**src/sv/csc_pkg.sv**
```systemverilog
// shared types and constants for the chunk stream cap scanner
// no dependencies
package csc_pkg;

    localparam int unsigned CFG_DATA_W  = 32;
    localparam int unsigned CFG_INDEX_W = 1;
    localparam int unsigned LIMIT_W     = 28;

    localparam logic [CFG_INDEX_W-1:0] REG_TARGET_TAG      = 1'b0;
    localparam logic [CFG_INDEX_W-1:0] REG_FILE_SIZE_LIMIT = 1'b1;

    localparam logic [31:0]        TARGET_TAG_RESET = 32'd1313296460;
    localparam logic [LIMIT_W-1:0] FILE_LIMIT_RESET = 28'd67108864;

    localparam logic [7:0]  NEUTRAL_CODE = 8'd104;
    localparam logic [7:0]  CAP_SATURATE = 8'd255;
    localparam logic [31:0] SMALL_LEN    = 32'd4;
    localparam logic [31:0] TABLE_LEN    = 32'd256;

    localparam logic [1:0] STATUS_NONE    = 2'd0;
    localparam logic [1:0] STATUS_DECIDED = 2'd1;
    localparam logic [1:0] STATUS_OVER    = 2'd2;

    typedef struct packed {
        logic [7:0] cap_value;
        logic [1:0] scan_status;
    } csc_result_t;

endpackage

```
**src/sv/csc_stream_if.sv**
```systemverilog
// valid/ready channel interfaces for input bytes and scan results
// no dependencies
interface csc_byte_if;
    logic       valid;
    logic       ready;
    logic [7:0] data_byte;
    logic       is_last;

    modport source (output valid, output data_byte, output is_last, input ready);
    modport sink   (input valid, input data_byte, input is_last, output ready);
endinterface

interface csc_result_if;
    logic       valid;
    logic       ready;
    logic [7:0] cap_value;
    logic [1:0] scan_status;

    modport source (output valid, output cap_value, output scan_status, input ready);
    modport sink   (input valid, input cap_value, input scan_status, output ready);
endinterface

```
**src/sv/chunk_stream_cap_scanner_core.sv**
```systemverilog
// top level: config registers, input word register, parser, result register
// depends on csc_pkg, csc_stream_if.sv, csc_parser
//
//  channel     dir   payload                      handshake
//  byte_in     in    data_byte[7:0], is_last      valid/ready
//  result_out  out   cap_value[7:0], scan_status  valid/ready
//  cfg         in    cfg_index, cfg_data[31:0]    cfg_we, no wait
//
// one word accepted per cycle unless the input word register is stalled
// each taken word is parsed from the input word register
// the result register decouples the sides; only a last word waits on it
// rst_n clears control state and loads the register defaults
module chunk_stream_cap_scanner_core (
    input  logic                              clk,
    input  logic                              rst_n,
    csc_byte_if.sink                          byte_in,
    csc_result_if.source                      result_out,
    input  logic                              cfg_we,
    input  logic [csc_pkg::CFG_INDEX_W-1:0]   cfg_index,
    input  logic [csc_pkg::CFG_DATA_W-1:0]    cfg_data
);
    import csc_pkg::*;

    logic [31:0]        target_tag_reg;
    logic [LIMIT_W-1:0] limit_reg;

    logic       in_vld_reg;
    logic [7:0] in_byte_reg;
    logic       in_last_reg;

    logic        out_vld_reg;
    csc_result_t out_res_reg;

    csc_result_t parse_res;
    logic        advance;

    assign advance       = in_vld_reg && (!in_last_reg || !out_vld_reg || result_out.ready);
    assign byte_in.ready = !in_vld_reg || advance;

    assign result_out.valid       = out_vld_reg;
    assign result_out.cap_value   = out_res_reg.cap_value;
    assign result_out.scan_status = out_res_reg.scan_status;

    always_ff @(posedge clk or negedge rst_n)
    begin
        if (!rst_n)
        begin
            target_tag_reg <= TARGET_TAG_RESET;
            limit_reg      <= FILE_LIMIT_RESET;
        end
        else if (cfg_we)
        begin
            case (cfg_index)
                REG_TARGET_TAG:      target_tag_reg <= cfg_data;
                REG_FILE_SIZE_LIMIT: limit_reg      <= cfg_data[LIMIT_W-1:0];
                default: ;
            endcase
        end
    end

    always_ff @(posedge clk or negedge rst_n)
    begin
        if (!rst_n)
        begin
            in_vld_reg  <= 1'b0;
            in_byte_reg <= 8'd0;
            in_last_reg <= 1'b0;
        end
        else if (byte_in.ready)
        begin
            in_vld_reg  <= byte_in.valid;
            in_byte_reg <= byte_in.data_byte;
            in_last_reg <= byte_in.is_last;
        end
    end

    always_ff @(posedge clk or negedge rst_n)
    begin
        if (!rst_n)
        begin
            out_vld_reg <= 1'b0;
            out_res_reg <= '0;
        end
        else if (advance && in_last_reg)
        begin
            out_vld_reg <= 1'b1;
            out_res_reg <= parse_res;
        end
        else if (result_out.ready)
        begin
            out_vld_reg <= 1'b0;
        end
    end

    csc_parser u_parser (
        .clk             (clk),
        .rst_n           (rst_n),
        .en              (advance),
        .data_byte       (in_byte_reg),
        .is_last         (in_last_reg),
        .target_tag      (target_tag_reg),
        .file_size_limit (limit_reg),
        .result          (parse_res)
    );

endmodule

```
**src/sv/csc_parser.sv**
```systemverilog
// chunk header walker, body skip, value and maximum collection, size limit
// depends on csc_pkg
module csc_parser (
    input  logic                         clk,
    input  logic                         rst_n,
    input  logic                         en,
    input  logic [7:0]                   data_byte,
    input  logic                         is_last,
    input  logic [31:0]                  target_tag,
    input  logic [csc_pkg::LIMIT_W-1:0]  file_size_limit,
    output csc_pkg::csc_result_t         result
);
    import csc_pkg::*;

    typedef enum logic [2:0] {
        PH_HEADER,
        PH_SKIP,
        PH_VALUE4,
        PH_MAX256,
        PH_DONE,
        PH_OVER
    } phase_t;

    phase_t             phase_reg, phase_next;
    logic [2:0]         hdr_cnt_reg, hdr_cnt_next;
    logic [31:0]        tag_reg, tag_next;
    logic [23:0]        len_reg, len_next;
    logic [31:0]        body_reg, body_next;
    logic [23:0]        acc_reg, acc_next;
    logic [7:0]         decided_reg, decided_next;
    logic [LIMIT_W-1:0] seen_reg, seen_next;

    logic [31:0] len_full;
    logic [31:0] value_full;
    logic [7:0]  byte_code;
    logic [7:0]  max_val;

    assign len_full   = {data_byte, len_reg};
    assign value_full = {data_byte, acc_reg};
    assign byte_code  = (data_byte == 8'd0) ? NEUTRAL_CODE : data_byte;
    assign max_val    = (byte_code > acc_reg[7:0]) ? byte_code : acc_reg[7:0];

    always_comb
    begin
        phase_next   = phase_reg;
        hdr_cnt_next = hdr_cnt_reg;
        tag_next     = tag_reg;
        len_next     = len_reg;
        body_next    = body_reg;
        acc_next     = acc_reg;
        decided_next = decided_reg;
        seen_next    = seen_reg;
        result.cap_value   = 8'd0;
        result.scan_status = STATUS_NONE;

        if (en)
        begin
            if (phase_reg != PH_OVER)
            begin
                if (seen_reg >= file_size_limit)
                begin
                    phase_next = PH_OVER;
                end
                else
                begin
                    seen_next = seen_reg + 1'b1;
                    case (phase_reg)
                        PH_HEADER:
                        begin
                            case (hdr_cnt_reg)
                                3'd0: tag_next[7:0]   = data_byte;
                                3'd1: tag_next[15:8]  = data_byte;
                                3'd2: tag_next[23:16] = data_byte;
                                3'd3: tag_next[31:24] = data_byte;
                                3'd4: len_next[7:0]   = data_byte;
                                3'd5: len_next[15:8]  = data_byte;
                                3'd6: len_next[23:16] = data_byte;
                                default: ;
                            endcase
                            if (hdr_cnt_reg == 3'd7)
                            begin
                                hdr_cnt_next = 3'd0;
                                acc_next     = 24'd0;
                                if (tag_reg == target_tag && len_full == SMALL_LEN)
                                begin
                                    body_next  = SMALL_LEN;
                                    phase_next = PH_VALUE4;
                                end
                                else if (tag_reg == target_tag && len_full == TABLE_LEN)
                                begin
                                    body_next  = TABLE_LEN;
                                    acc_next   = {16'd0, NEUTRAL_CODE};
                                    phase_next = PH_MAX256;
                                end
                                else
                                begin
                                    body_next  = len_full;
                                    phase_next = (len_full == 32'd0) ? PH_HEADER : PH_SKIP;
                                end
                                tag_next = 32'd0;
                                len_next = 24'd0;
                            end
                            else
                            begin
                                hdr_cnt_next = hdr_cnt_reg + 3'd1;
                            end
                        end
                        PH_SKIP:
                        begin
                            body_next = body_reg - 32'd1;
                            if (body_reg == 32'd1)
                                phase_next = PH_HEADER;
                        end
                        PH_VALUE4:
                        begin
                            body_next = body_reg - 32'd1;
                            case (body_reg[2:0])
                                3'd4: acc_next[7:0]   = data_byte;
                                3'd3: acc_next[15:8]  = data_byte;
                                3'd2: acc_next[23:16] = data_byte;
                                default: ;
                            endcase
                            if (body_reg == 32'd1)
                            begin
                                phase_next = PH_DONE;
                                if (value_full == 32'd0 || value_full == {24'd0, NEUTRAL_CODE})
                                    decided_next = 8'd0;
                                else if (value_full[31:8] != 24'd0)
                                    decided_next = CAP_SATURATE;
                                else
                                    decided_next = value_full[7:0];
                            end
                        end
                        PH_MAX256:
                        begin
                            body_next = body_reg - 32'd1;
                            acc_next  = {16'd0, max_val};
                            if (body_reg == 32'd1)
                            begin
                                phase_next   = PH_DONE;
                                decided_next = (max_val == NEUTRAL_CODE) ? 8'd0 : max_val;
                            end
                        end
                        default: ;
                    endcase
                end
            end

            if (is_last)
            begin
                if (phase_next == PH_OVER)
                begin
                    result.scan_status = STATUS_OVER;
                end
                else if (phase_next == PH_DONE)
                begin
                    result.cap_value   = decided_next;
                    result.scan_status = STATUS_DECIDED;
                end
                phase_next   = PH_HEADER;
                hdr_cnt_next = 3'd0;
                tag_next     = 32'd0;
                len_next     = 24'd0;
                body_next    = 32'd0;
                acc_next     = 24'd0;
                decided_next = 8'd0;
                seen_next    = '0;
            end
        end
    end

    always_ff @(posedge clk or negedge rst_n)
    begin
        if (!rst_n)
        begin
            phase_reg   <= PH_HEADER;
            hdr_cnt_reg <= 3'd0;
            tag_reg     <= 32'd0;
            len_reg     <= 24'd0;
            body_reg    <= 32'd0;
            acc_reg     <= 24'd0;
            decided_reg <= 8'd0;
            seen_reg    <= '0;
        end
        else
        begin
            phase_reg   <= phase_next;
            hdr_cnt_reg <= hdr_cnt_next;
            tag_reg     <= tag_next;
            len_reg     <= len_next;
            body_reg    <= body_next;
            acc_reg     <= acc_next;
            decided_reg <= decided_next;
            seen_reg    <= seen_next;
        end
    end

endmodule

```
**src/flat_wrapper.sv**
```systemverilog
// flat-port wrapper written by rule: the top's interface ports become plain ports
module chunk_stream_cap_scanner_core_flat import csc_pkg::*;
  (clk, rst_n, cfg_we, cfg_index, cfg_data, byte_in_valid, byte_in_data_byte, byte_in_is_last, byte_in_ready, result_out_valid, result_out_cap_value, result_out_scan_status, result_out_ready);
  csc_byte_if byte_in_i ();
  csc_result_if result_out_i ();
  input  logic clk;
  input  logic rst_n;
  input  logic cfg_we;
  input  logic [csc_pkg::CFG_INDEX_W-1:0] cfg_index;
  input  logic [csc_pkg::CFG_DATA_W-1:0] cfg_data;
  input wire logic [$bits(byte_in_i.valid)-1:0] byte_in_valid;
  input wire logic [$bits(byte_in_i.data_byte)-1:0] byte_in_data_byte;
  input wire logic [$bits(byte_in_i.is_last)-1:0] byte_in_is_last;
  output wire logic [$bits(byte_in_i.ready)-1:0] byte_in_ready;
  output wire logic [$bits(result_out_i.valid)-1:0] result_out_valid;
  output wire logic [$bits(result_out_i.cap_value)-1:0] result_out_cap_value;
  output wire logic [$bits(result_out_i.scan_status)-1:0] result_out_scan_status;
  input wire logic [$bits(result_out_i.ready)-1:0] result_out_ready;
  assign byte_in_i.valid = byte_in_valid;
  assign byte_in_i.data_byte = byte_in_data_byte;
  assign byte_in_i.is_last = byte_in_is_last;
  assign byte_in_ready = byte_in_i.ready;
  assign result_out_valid = result_out_i.valid;
  assign result_out_cap_value = result_out_i.cap_value;
  assign result_out_scan_status = result_out_i.scan_status;
  assign result_out_i.ready = result_out_ready;
  chunk_stream_cap_scanner_core u_core (.clk(clk), .rst_n(rst_n), .byte_in(byte_in_i), .result_out(result_out_i), .cfg_we(cfg_we), .cfg_index(cfg_index), .cfg_data(cfg_data));
endmodule
```
**config.mk**
```make
export PLATFORM = sky130hd
export DESIGN_NAME = chunk_stream_cap_scanner_core_flat
export DESIGN_NICKNAME = d
export VERILOG_FILES = /design/src/sv/csc_pkg.sv /design/src/sv/csc_stream_if.sv /design/src/sv/chunk_stream_cap_scanner_core.sv /design/src/sv/csc_parser.sv /design/src/flat_wrapper.sv
export SDC_FILE = /design/constraint.sdc
export NUM_CORES = 1
export LEC_CHECK = 0
export BUFFER_PORTS_ARGS = -buffer_cell sky130_fd_sc_hd__clkbuf_2
export CAP_MARGIN = 40
export CORE_MARGIN = 8
export CORE_UTILIZATION = 61
export CTS_BUF_LIST = sky130_fd_sc_hd__clkbuf_8 sky130_fd_sc_hd__clkbuf_16
export CTS_CLUSTER_DIAMETER = 200
export DETAILED_ROUTE_END_ITERATION = 10
export GPL_ROUTABILITY_DRIVEN = 0
export PLACE_DENSITY = 0.79
export SETUP_SLACK_MARGIN = 0.3
export SLEW_MARGIN = 10
export SYNTH_ARGS = -nofsm -noshare
export SYNTH_HDL_FRONTEND = slang
export SYNTH_SLANG_ARGS = --single-unit
```
**constraint.sdc**
```tcl
create_clock -name clk -period 4 [get_ports clk]
set_input_delay 0.4 -clock clk [delete_from_list [all_inputs] [get_ports clk]]
set_output_delay 0.4 -clock clk [all_outputs]
set_load 0.01 [all_outputs]
```
==> results of run 1 <==
==> power by group <==
part	internal, mW	leakage (nW)	switching, mW
sequential	2.69	3.02	0.284
combinational	0.543	2.84	0.736
clock	1.43	0.440	0.960
total	4.66	6.30	1.98
==> synthesized netlist by cell type (14+ instances only) <==
| master | number |
|---|---|
| nand2_1 | 99 |
| nor3_1 | 37 |
| inv_1 | 57 |
| nand3_1 | 32 |
| dfstp_2 | 14 |
| xor2_1 | 32 |
| o21ai_0 | 100 |
| clkbuf_1 | 62 |
| nor2_1 | 44 |
| or3_1 | 17 |
| nand4_1 | 21 |
| ha_1 | 48 |
| or4_1 | 26 |
| nor4_1 | 32 |
| dfrtp_1 | 221 |
| o31ai_1 | 36 |
| mux2i_1 | 16 |
| mux2_2 | 124 |
| a21oi_1 | 76 |
==> layer usage <==
metal | GRT usage | vias to the layer above | wire length [um]
li1 | - | 4731 | -
met1 | 0.3535 | 5065 | 14240
met2 | 0.4074 | 409 | 15470
met3 | 0.03962 | 71 | 2347
met4 | 0.06669 | 0 | 783
met5 | 0 | - | 0
==> metrics by stage <==
stage,util,hold slack [ps]
final,0.7014,74.76
after global routing,0.7013,75.25
after CTS,0.7010,67.31
after detailed placement,0.6587,469.6
after global placement,0.6562,463.0
after floorplan,-,104.4
==> worst max-delay path, stage by stage, from the launching register on <==
cell and delay, ps:
dfrtp_1 440, ha_1 310, a2111oi_0 400, nor3_1 80, a211oi_1 360, a2111o_1 410
a31oi_4 310, a211oi_2 620, mux2_2 410
==> how the worst max path moves through the flow <==
| stage | startpoint | end | slack, ps |
|---|---|---|---|
| floorplan | u_core.in_byte_reg[2] | u_core.result_out.cap_value[0] | 720 |
| global placement | u_core.u_parser.seen_reg[3] | u_core.u_parser.tag_reg[29] | 660 |
| detailed placement | u_core.u_parser.seen_reg[3] | u_core.u_parser.tag_reg[29] | 600 |
| CTS | u_core.u_parser.seen_reg[3] | u_core.u_parser.tag_reg[29] | 520 |
| global route | u_core.u_parser.seen_reg[3] | u_core.u_parser.len_reg[5] | 290 |
| finish | u_core.u_parser.seen_reg[3] | u_core.u_parser.len_reg[7] | 550 |
==> what timing repair did <==
| item | CTS | global route |
|---|---|---|
| gates resized for setup | 0 | 1 |
| endpoints found under the hold margin | 92 | 0 |
| hold buffers | 1 | 0 |
| setup endpoints to repair | 0 | 8 |
==> layout by cell type (no fill, tap or decap), drive strengths merged, types with 6 or more instances in the layout <==
master,Yosys,layout
a22o,13,13
nand4,21,21
mux2i,16,16
nor2,44,44
a22oi,6,6
a211oi,6,6
buf,7,34
and2,11,11
nand2,99,99
dfrtp,221,221
clkbuf,62,87
and3,6,6
o21ai,101,101
dfstp,14,14
clkinv,1,8
a21oi,77,77
o311ai,6,6
inv,57,62
or3,18,18
and4,6,6
o21a,7,7
or4,27,27
nor4,32,32
nand2b,12,12
o31ai,36,36
a21o,9,9
ha,48,48
nand3,32,32
nor3,40,40
a31oi,9,9
mux2,124,124
xor2,32,32
==> cell type report <==
| class | count | share of cell area |
|---|---|---|
| clock buffers | 30 | 0.04862 |
| repair buffers | 93 | 0.04275 |
| multi-input cells | 893 | 0.4457 |
| well taps | 270 | 0.02365 |
| inverters | 58 | 0.01524 |
| clock inverters | 15 | 0.01095 |
| flip-flops and latches | 235 | 0.4129 |
| diodes | 1 | 0.0001752 |
==> cell families after synthesis <==
group,count (synthesis)
adders and majority gates,48
xor gates and xnor gates,32
AOI/OAI and AO/OA,304
DFF,235
muxes,140
and+or+nand+nor,369
buffers and inverters,127
==> flow_metrics.py, run 1 <==
metrics = {
    "timing": {
        "slew_viol_final": 0,
        "hold_viol": 0,
        "rsz0062_at_grt": "yes",
        "fin_crit_sh": 0.8631,
        "slew_headroom": 0.4112,
        "setup_ws_ps": 547.6,
        "tightestPinTransition_ps": 875.1,
        "setup_viol": 0,
        "min_period_ps": 3452,
        "max_freq_mhz": 289.7,
        "finalSetupTns_ps": 0,
        "clock-skew-final_ps": 27.14,
    },
    "power": {
        "powerDensity_mw_per_mm2": 464.6,
        "leakagePower_nw": 6.300,
        "finalPower_mw": 6.636,
        "ir_drop_mv": 0.4050,
    },
    "yosys": {
        "synth.area.top_cells": "dfrtp_1 44%, mux2_2 11%, ha_1 4.7%",
        "yosysWarnings": 0,
        "synthArstFlopShare": 1.000,
        "synth_flop_cell": "dfrtp_1",
        "synth_xor_area_frac": 0.02206,
        "synth_mux_area_frac": 0.1225,
        "synth-seq-cells": 235,
        "synth_top_family_by_area": "simple AND/OR/NAND/NOR gates",
        "synthCells": 1255,
        "synthAdderAreaFrac": 0.04728,
        "synth_top_area_share": 0.4354,
        "yosys.area_share.simple": 0.1553,
        "avgSynthCellArea_sq_um": 10.12,
        "synth_edf_count": 0,
        "yosysUniqueCellTypes": 66,
        "seq_area_frac_synth": 0.4643,
        "synth_compound_area_frac": 0.1505,
        "yosys.area.top_type": "dfrtp_1",
        "syn-cell-area_sq_mm": 0.01270,
        "syn_nets": 1350,
    },
    "cts": {
        "htreeDepth": 1,
        "cts_tree": "yes",
        "cts_buffers": 25,
        "cts_buffer_depth": 3,
        "clkTransAtPathRegs_ps": 60,
        "clock-sinks": 235,
        "cts_root_buffer": "clkbuf_16",
        "post_cts_buffers": 0,
        "insertion_delay_ps": 540,
    },
    "routing": {
        "drt_wl_total_um": 32840,
        "first_pass_iters": 5,
        "drcViolationCount": 0,
        "vias_per_cell": 6.443,
        "wl_per_cell_um": 20.59,
        "drt_iter0_markers": 998,
        "vias": 10280,
        "final_antenna_net_count": 0,
    },
    "global_routing": {
        "overflow": 0,
        "grt_pass1_wl_um": 54000,
        "grt_max_degree": 106,
        "antenna_found_initial": 1,
        "grt_pass1_vias": 10100,
        "grt_use_total": 0.2538,
    },
    "placement": {
        "place_ws_ps": 603.8,
        "dp_cells": 1548,
        "dp_hpwl_um": 22290,
        "post_dp_cell_area_sq_mm": 0.01341,
        "portBuffers": 58,
    },
    "critical_path": {
        "ff2ff_setup_slack_ps": 550,
        "reg2reg_from": "u_core.u_parser.seen_reg[3]",
        "required_ps": 4420,
        "path_class": "reg2reg",
        "worst-endpoint-arrival_ps": 3870,
        "endpoint_kind": "flip-flop",
        "rr_endpoint": "u_core.u_parser.len_reg[7]",
        "worstPathMaxFanout": 14,
        "rr_worst_depth": 8,
        "cp-start-kind": "flip-flop",
    },
    "floorplan": {
        "ios": 59,
        "die_y_um": 160.3,
        "start_util": 0.6237,
        "dieWidth_um": 160.3,
        "coreArea_sq_mm": 0.02036,
        "dieArea_sq_mm": 0.02570,
        "rows": 52,
    },
    "min_path": {
        "worstHoldPathCells": 2,
        "min_from": "byte_in_is_last",
        "hp-class": "in2reg",
        "min_to": "u_core.in_last_reg",
    },
    "finish": {
        "fin_nets": 1401,
        "fillers": 1452,
        "multi_input_area_sq_mm": 0.006366,
        "drive_above_1_share": 0.2198,
        "areaGrowthSynthToFinish_pct": 12.45,
        "seq_area_sq_mm": 0.005898,
        "final_area_sq_mm": 0.01428,
        "final_cells": 1595,
    },
    "run_status": {
        "outcome": "complete, no violations",
    },
    "job": {
        "drv_cap": 0,
    },
}
No activity file was read; power rests on OpenSTA's default activity.
==> run 2, diff against run 1 <==
--- a/config.mk
+++ b/config.mk
@@ -7,15 +7,18 @@
 export LEC_CHECK = 0
 export BUFFER_PORTS_ARGS = -buffer_cell sky130_fd_sc_hd__clkbuf_2
 export CAP_MARGIN = 40
+export CELL_PAD_IN_SITES_DETAIL_PLACEMENT = 0
+export CELL_PAD_IN_SITES_GLOBAL_PLACEMENT = 2
 export CORE_MARGIN = 8
-export CORE_UTILIZATION = 61
+export CORE_UTILIZATION = 41
 export CTS_BUF_LIST = sky130_fd_sc_hd__clkbuf_8 sky130_fd_sc_hd__clkbuf_16
 export CTS_CLUSTER_DIAMETER = 200
 export DETAILED_ROUTE_END_ITERATION = 10
 export GPL_ROUTABILITY_DRIVEN = 0
-export PLACE_DENSITY = 0.79
+export PLACE_DENSITY_LB_ADDON = 0.1
 export SETUP_SLACK_MARGIN = 0.3
 export SLEW_MARGIN = 10
 export SYNTH_ARGS = -nofsm -noshare
 export SYNTH_HDL_FRONTEND = slang
+export SYNTH_HIERARCHICAL = 1
 export SYNTH_SLANG_ARGS = --single-unit
==> run 2 against run 1 <==
Compared with the run above: combinational power is 28% lower; fmax is 3.4% lower; first-iteration DRC count shrank 32%; clock power is 17% higher; highest routed layer unchanged; utilization decreased by 22 points; sequential cell count did not move; worst hold slack worse by 42 ps; total power fell by 3.2%; area after synthesis is 2.2% lower; count of clock-buffer cells in the layout increased by 5; die area rose by 41%; sequential power decreased by 9.1%.
==> flow_metrics.py, run 2 <==
metrics = {
    "yosys": {
        "synthArstFlopShare": 1.000,
        "yosysMostFrequentCell": "dfrtp_1",
        "synthAdderAreaFrac": 0.04833,
        "synth_top_family_by_area": "compound AO/OA/AOI/OAI gates",
        "synth_edf_count": 0,
        "yosysWarnings": 6,
        "yosys.area_share.simple": 0.1596,
        "syn_nets": 1334,
        "synth_mux_area_frac": 0.07763,
        "synth_flop_cell": "dfrtp_1",
        "synth_xor_area_frac": 0.02396,
        "syn-cell-area_sq_mm": 0.01243,
        "synth_compound_area_frac": 0.1712,
        "synth-seq-cells": 235,
        "synth_top_area_share": 0.4450,
        "ys_top_cells_by_count": "221 x dfrtp_1, 89 x nand2_1, 82 x a21oi_1, 77 x o21ai_0, 72 x a22o_1",
        "yosysUniqueCellTypes": 64,
        "yosys.area.top_type": "dfrtp_1",
        "avgSynthCellArea_sq_um": 10.03,
        "synth.area.top_cells": "dfrtp_1 45%, mux2_2 6.4%, a22o_1 5.1%",
        "seq_area_frac_synth": 0.4746,
        "synthCells": 1239,
    },
    "global_routing": {
        "antenna_found_initial": 0,
        "overflow": 0,
        "grt_pass1_wl_um": 57630,
        "grt_pass1_vias": 9698,
        "grt_use_total": 0.1998,
        "grt_max_degree": 99,
    },
    "critical_path": {
        "required_ps": 4440,
        "crit_family": "simple AND/OR/NAND/NOR gates",
        "critPathMaxStageDelay_ps": 540,
        "critPathSlowestCell": "or4_4",
        "worst-endpoint-arrival_ps": 4020,
        "cp-start-kind": "flip-flop",
        "ff2ff_setup_slack_ps": 430,
        "worst-path-buf-inv": 1,
        "worstPathMaxFanout": 7,
        "path_class": "reg2reg",
        "endpoint_kind": "flip-flop",
        "path_cells": "or4_4 -> or3_4 -> buf_4 -> nand2b_1 -> ha_1 -> a21o_1 -> a21o_1 -> a221o_1 -> nand4_1 -> nor2_1 -> a311o_1 -> mux2i_1 -> nor2_1 -> mux2_2",
    },
    "timing": {
        "hold_viol": 0,
        "slew_viol_final": 0,
        "slew_headroom": 0.4513,
        "setup_ws_ps": 427.4,
        "tightestPinTransition_ps": 818.1,
        "setup_viol": 0,
        "max_freq_mhz": 279.9,
        "finalSetupTns_ps": 0,
        "clock-skew-final_ps": 16.97,
        "min_period_ps": 3573,
        "rsz0062_at_grt": "no",
        "fin_crit_sh": 0.8932,
    },
    "routing": {
        "wl_met2_um": 15330,
        "vias_per_cell": 5.706,
        "first_pass_iters": 5,
        "vias": 9820,
        "drt_iter0_markers": 677,
        "routed.top_layer": "met4",
        "wl_met3_um": 1210,
        "met1_length_um": 18710,
        "drcViolationCount": 0,
        "wl_per_cell_um": 20.95,
        "final_antenna_net_count": 0,
        "drt_wl_total_um": 36050,
    },
    "floorplan": {
        "ios": 59,
        "start_util": 0.4182,
        "die_y_um": 190.1,
        "dieWidth_um": 190.1,
        "rows": 63,
        "coreArea_sq_mm": 0.02972,
        "dieArea_sq_mm": 0.03614,
    },
    "job": {
        "drv_cap": 0,
    },
    "cts": {
        "cts_buffer_depth": 3,
        "cts_buffers": 28,
        "cts_root_buffer": "clkbuf_16",
        "htreeDepth": 1,
        "clkTransAtPathRegs_ps": 60,
        "cts_tree": "yes",
        "insertion_delay_ps": 560,
        "clock-sinks": 235,
    },
    "finish": {
        "drive_above_1_share": 0.2134,
        "final_cells": 1721,
        "seq_area_sq_mm": 0.005898,
        "areaGrowthSynthToFinish_pct": 15.93,
        "fillers": 2771,
        "antennaDiodeCount": 0,
        "fin_nets": 1404,
        "multi_input_area_sq_mm": 0.006032,
        "final_cell_mix": "221 x dfrtp_1, 88 x nand2_1, 80 x a21oi_1",
        "layout_commonest_cell": "dfrtp_1",
    },
    "run_status": {
        "outcome": "complete, no violations",
    },
    "placement": {
        "dp_hpwl_um": 24580,
        "portBuffers": 58,
        "dp_cells": 1666,
        "place_ws_ps": 201.0,
    },
    "min_path": {
        "hp-class": "in2reg",
    },
    "power": {
        "ir_drop_mv": 0.2984,
        "leakagePower_nw": 6.476,
        "powerDensity_mw_per_mm2": 446.0,
    },
}
-- run 2: per-layer routing --
layer	vias to the layer above	track usage
met4	0	0.04991
met2	200	0.2876
met1	4889	0.3122
li1	4686	-
met5	-	0
met3	45	0.02160
-- run 2: path summary, 6_finish.rpt --
kind	start	endpoint	cells past startpoint
hold reg to reg	u_core/u_parser/body_reg[31]	u_core/u_parser/body_reg[31]	1
setup reg to reg	u_core/in_byte_reg[0]	u_core/result_out.cap_value[5]	14
min in group asynchronous	rst_n	u_core/u_parser/seen_reg[22]	2
max in group asynchronous	rst_n	u_core/target_tag_reg[12]	3
hold / removal	byte_in_valid	u_core/in_vld_reg	2
setup / recovery	u_core/in_byte_reg[0]	u_core/result_out.cap_value[5]	14
-- run 2: where the power goes --
part / switching (mW) / internal [mW]
logic: 0.535 / 0.384
registers: 0.138 / 2.56
clock network: 1.07 / 1.73
total: 1.74 / 4.68
-- run 2: cell families (layout without fill, tap and decap cells) --
group                    after synthesis  count (layout)
AO/OA/AOI/OAI                        322             322
XOR/XNOR                              34              34
adder cells (fa/ha/maj)               48              48
buffers and inverters                134             226
flip-flops                           235             235
multiplexers                          83              83
AND/OR/NAND/NOR                      383             383
-- run 2: final cells by class --
type,count,share of cell area
clock buffer,35,0.05532
clock inverter,17,0.01641
inverter,61,0.01589
multi-input combinational,870,0.4187
sequential,235,0.4094
tap,390,0.03387
timing repair buffer,113,0.05037
-- run 2: repair_timing --
| action | CTS | global route |
|---|---|---|
| pin swaps | 0 | 4 |
| setup endpoints to repair | 12 | 28 |
| setup buffers | 0 | 2 |
| hold endpoints to repair | 94 | 0 |
| hold buffers | 1 | 0 |
| resized for setup | 3 | 9 |
| gates cloned | 0 | 0 |
-- run 2: per-stage QoR --
stage	util	power (mW)	cell area (sq um)	hold slack, ps
2_1_floorplan	-	3.278	12430	104.4
4_1_cts	0.4834	6.486	14370	13.23
3_5_place_dp	0.4476	3.656	13300	475.4
5_1_grt	0.4848	6.696	14410	23.05
3_3_place_gp	0.4472	3.650	13290	473.3
6_report	0.4848	6.425	14410	32.76
==> run 3, diff against run 2 <==
--- a/config.mk
+++ b/config.mk
@@ -16,6 +16,7 @@
 export DETAILED_ROUTE_END_ITERATION = 10
 export GPL_ROUTABILITY_DRIVEN = 0
 export PLACE_DENSITY_LB_ADDON = 0.1
+export REMOVE_ABC_BUFFERS = 1
 export SETUP_SLACK_MARGIN = 0.3
 export SLEW_MARGIN = 10
 export SYNTH_ARGS = -nofsm -noshare
==> run 3 against run 2 <==
Compared with the run above: sequential cell count stayed put; worst hold slack better by 13 ps; final cell count increased by 0.52%.
==> flow_metrics.py, run 3 (synthesis gave the netlist of run 2 again) <==
metrics = {
    "timing": {
        "fin_crit_sh": 0.8911,
        "hold_viol": 0,
        "max_freq_mhz": 280.5,
        "setup_ws_ps": 435.4,
        "setup_viol": 0,
        "holdWs_ps": 45.45,
        "min_period_ps": 3565,
        "slew_viol_final": 0,
        "clock-skew-final_ps": 18.86,
        "tightestPinTransition_ps": 989.1,
        "slew_headroom": 0.3345,
        "rsz0062_at_grt": "yes",
    },
    "critical_path": {
        "cp-start-kind": "flip-flop",
        "required_ps": 4420,
        "path_class": "reg2reg",
        "worstPathMaxFanout": 3,
        "endpoint_kind": "flip-flop",
        "worst-endpoint-arrival_ps": 3990,
    },
    "power": {
        "leakagePower_nw": 6.550,
        "finalPower_mw": 6.407,
        "powerDensity_mw_per_mm2": 440.0,
        "ir_drop_mv": 0.3245,
    },
    "routing": {
        "final_antenna_net_count": 0,
        "vias_per_cell": 5.694,
        "first_pass_iters": 5,
        "drcViolationCount": 0,
        "drt_wl_total_um": 36630,
        "wl_per_cell_um": 21.17,
        "vias": 9851,
        "drt_iter0_markers": 653,
    },
    "cts": {
        "clock-sinks": 235,
        "htreeDepth": 1,
        "clkTransAtPathRegs_ps": 60,
        "insertion_delay_ps": 550,
        "cts_buffers": 29,
        "cts_root_buffer": "clkbuf_16",
        "cts_tree": "yes",
        "cts_buffer_depth": 3,
    },
    "global_routing": {
        "grt_max_degree": 92,
        "grt_use_total": 0.2056,
        "antenna_found_initial": 0,
        "grt_pass1_vias": 10020,
        "overflow": 0,
        "grt_pass1_wl_um": 59130,
    },
    "finish": {
        "utilization": 0.4900,
        "drive_above_1_share": 0.2224,
        "areaGrowthSynthToFinish_pct": 17.17,
        "final_cell_mix": "221 x dfrtp_1, 89 x nand2_1, 78 x a21oi_1",
        "fin_nets": 1412,
        "final_cells": 1730,
        "antennaDiodeCount": 0,
        "layout_commonest_cell": "dfrtp_1",
    },
    "placement": {
        "dp_cells": 1671,
        "place_ws_ps": 60.21,
        "portBuffers": 58,
        "dp_hpwl_um": 25670,
    },
    "floorplan": {
        "ios": 59,
        "coreArea_sq_mm": 0.02972,
        "start_util": 0.4182,
        "dieWidth_um": 190.1,
        "die_y_um": 190.1,
        "dieArea_sq_mm": 0.03614,
        "rows": 63,
    },
    "min_path": {
        "hp-class": "in2reg",
    },
    "job": {
        "drv_cap": 0,
    },
    "run_status": {
        "outcome": "complete, no violations",
    },
}
==> run 3: cell types whose count changed in the layout (fill, tap and decap cells not counted), moves of 2 or more <==
cell and change:
buf_4 +2, clkinv_2 +2, a21oi_1 -2, buf_12 +3
a21oi_2 +2
==> run 3: per-stage QoR <==
step                instance area [sq um]  setup TNS, ps
finish                              14560              0
global route                        14560              0
CTS                                 14470              0
detailed placement                  13410              0
global placement                    13330              0
floorplan                           12100         -21790
==> run 3: power by group <==
group / internal, mW / leakage, nW / switching, mW
sequential: 2.56 / 3.09 / 0.135
combinational: 0.390 / 2.93 / 0.526
clock: 1.75 / 0.530 / 1.04
total: 4.70 / 6.55 / 1.70
==> run 3: area by class of cell <==
class                      count  area [sq um]
fill                        2773         15160
multi-input combinational    870          6063
clock inverter                19         224.0
clock buffer                  35         808.3
tap                          390         488.0
sequential                   235          5898
timing repair buffer         120         849.6
inverter                      61         229.0
==> run 3: path summary, 6_finish.rpt <==
path / slack, ps / endpoint / depth (start not counted) / startpoint
max: 440 / u_core/result_out.cap_value[5] / 13 / u_core/in_byte_reg[0]
min: 50 / u_core/in_last_reg / 2 / byte_in_is_last
max reg2reg: 440 / u_core/result_out.cap_value[5] / 13 / u_core/in_byte_reg[0]
min reg2reg: 490 / u_core/u_parser/acc_reg[8] / 2 / u_core/u_parser/acc_reg[8]
max in group asynchronous: 2540 / u_core/target_tag_reg[27] / 3 / rst_n
min in group asynchronous: 480 / u_core/limit_reg[8] / 2 / rst_n
==> run 3: worst max-delay path, stage by stage (launching register included) <==
cell and delay, ps:
dfrtp_1 380, or4_4 540, or3_4 370, nand2b_4 80, ha_1 230, and3_4 160, a221o_1 290, a221o_1 350
nand4_1 150, nor2_1 60, a311o_1 350, mux2i_1 160, nor2_1 60, mux2_2 270
==> run 3: timing repair <==
item,4_1_cts,5_1_grt
buffers inserted,0,4
resized for setup,4,13
pin swaps,0,5
hold endpoints to repair,82,0
setup endpoints to repair,25,19
hold buffers,1,0
==> run 3: per-layer routing <==
metal / share of wire / global-route usage
met5: 0 / 0
met4: 0.017 / 0.04239
met3: 0.037 / 0.02380
met2: 0.45 / 0.3225
met1: 0.49 / 0.3016
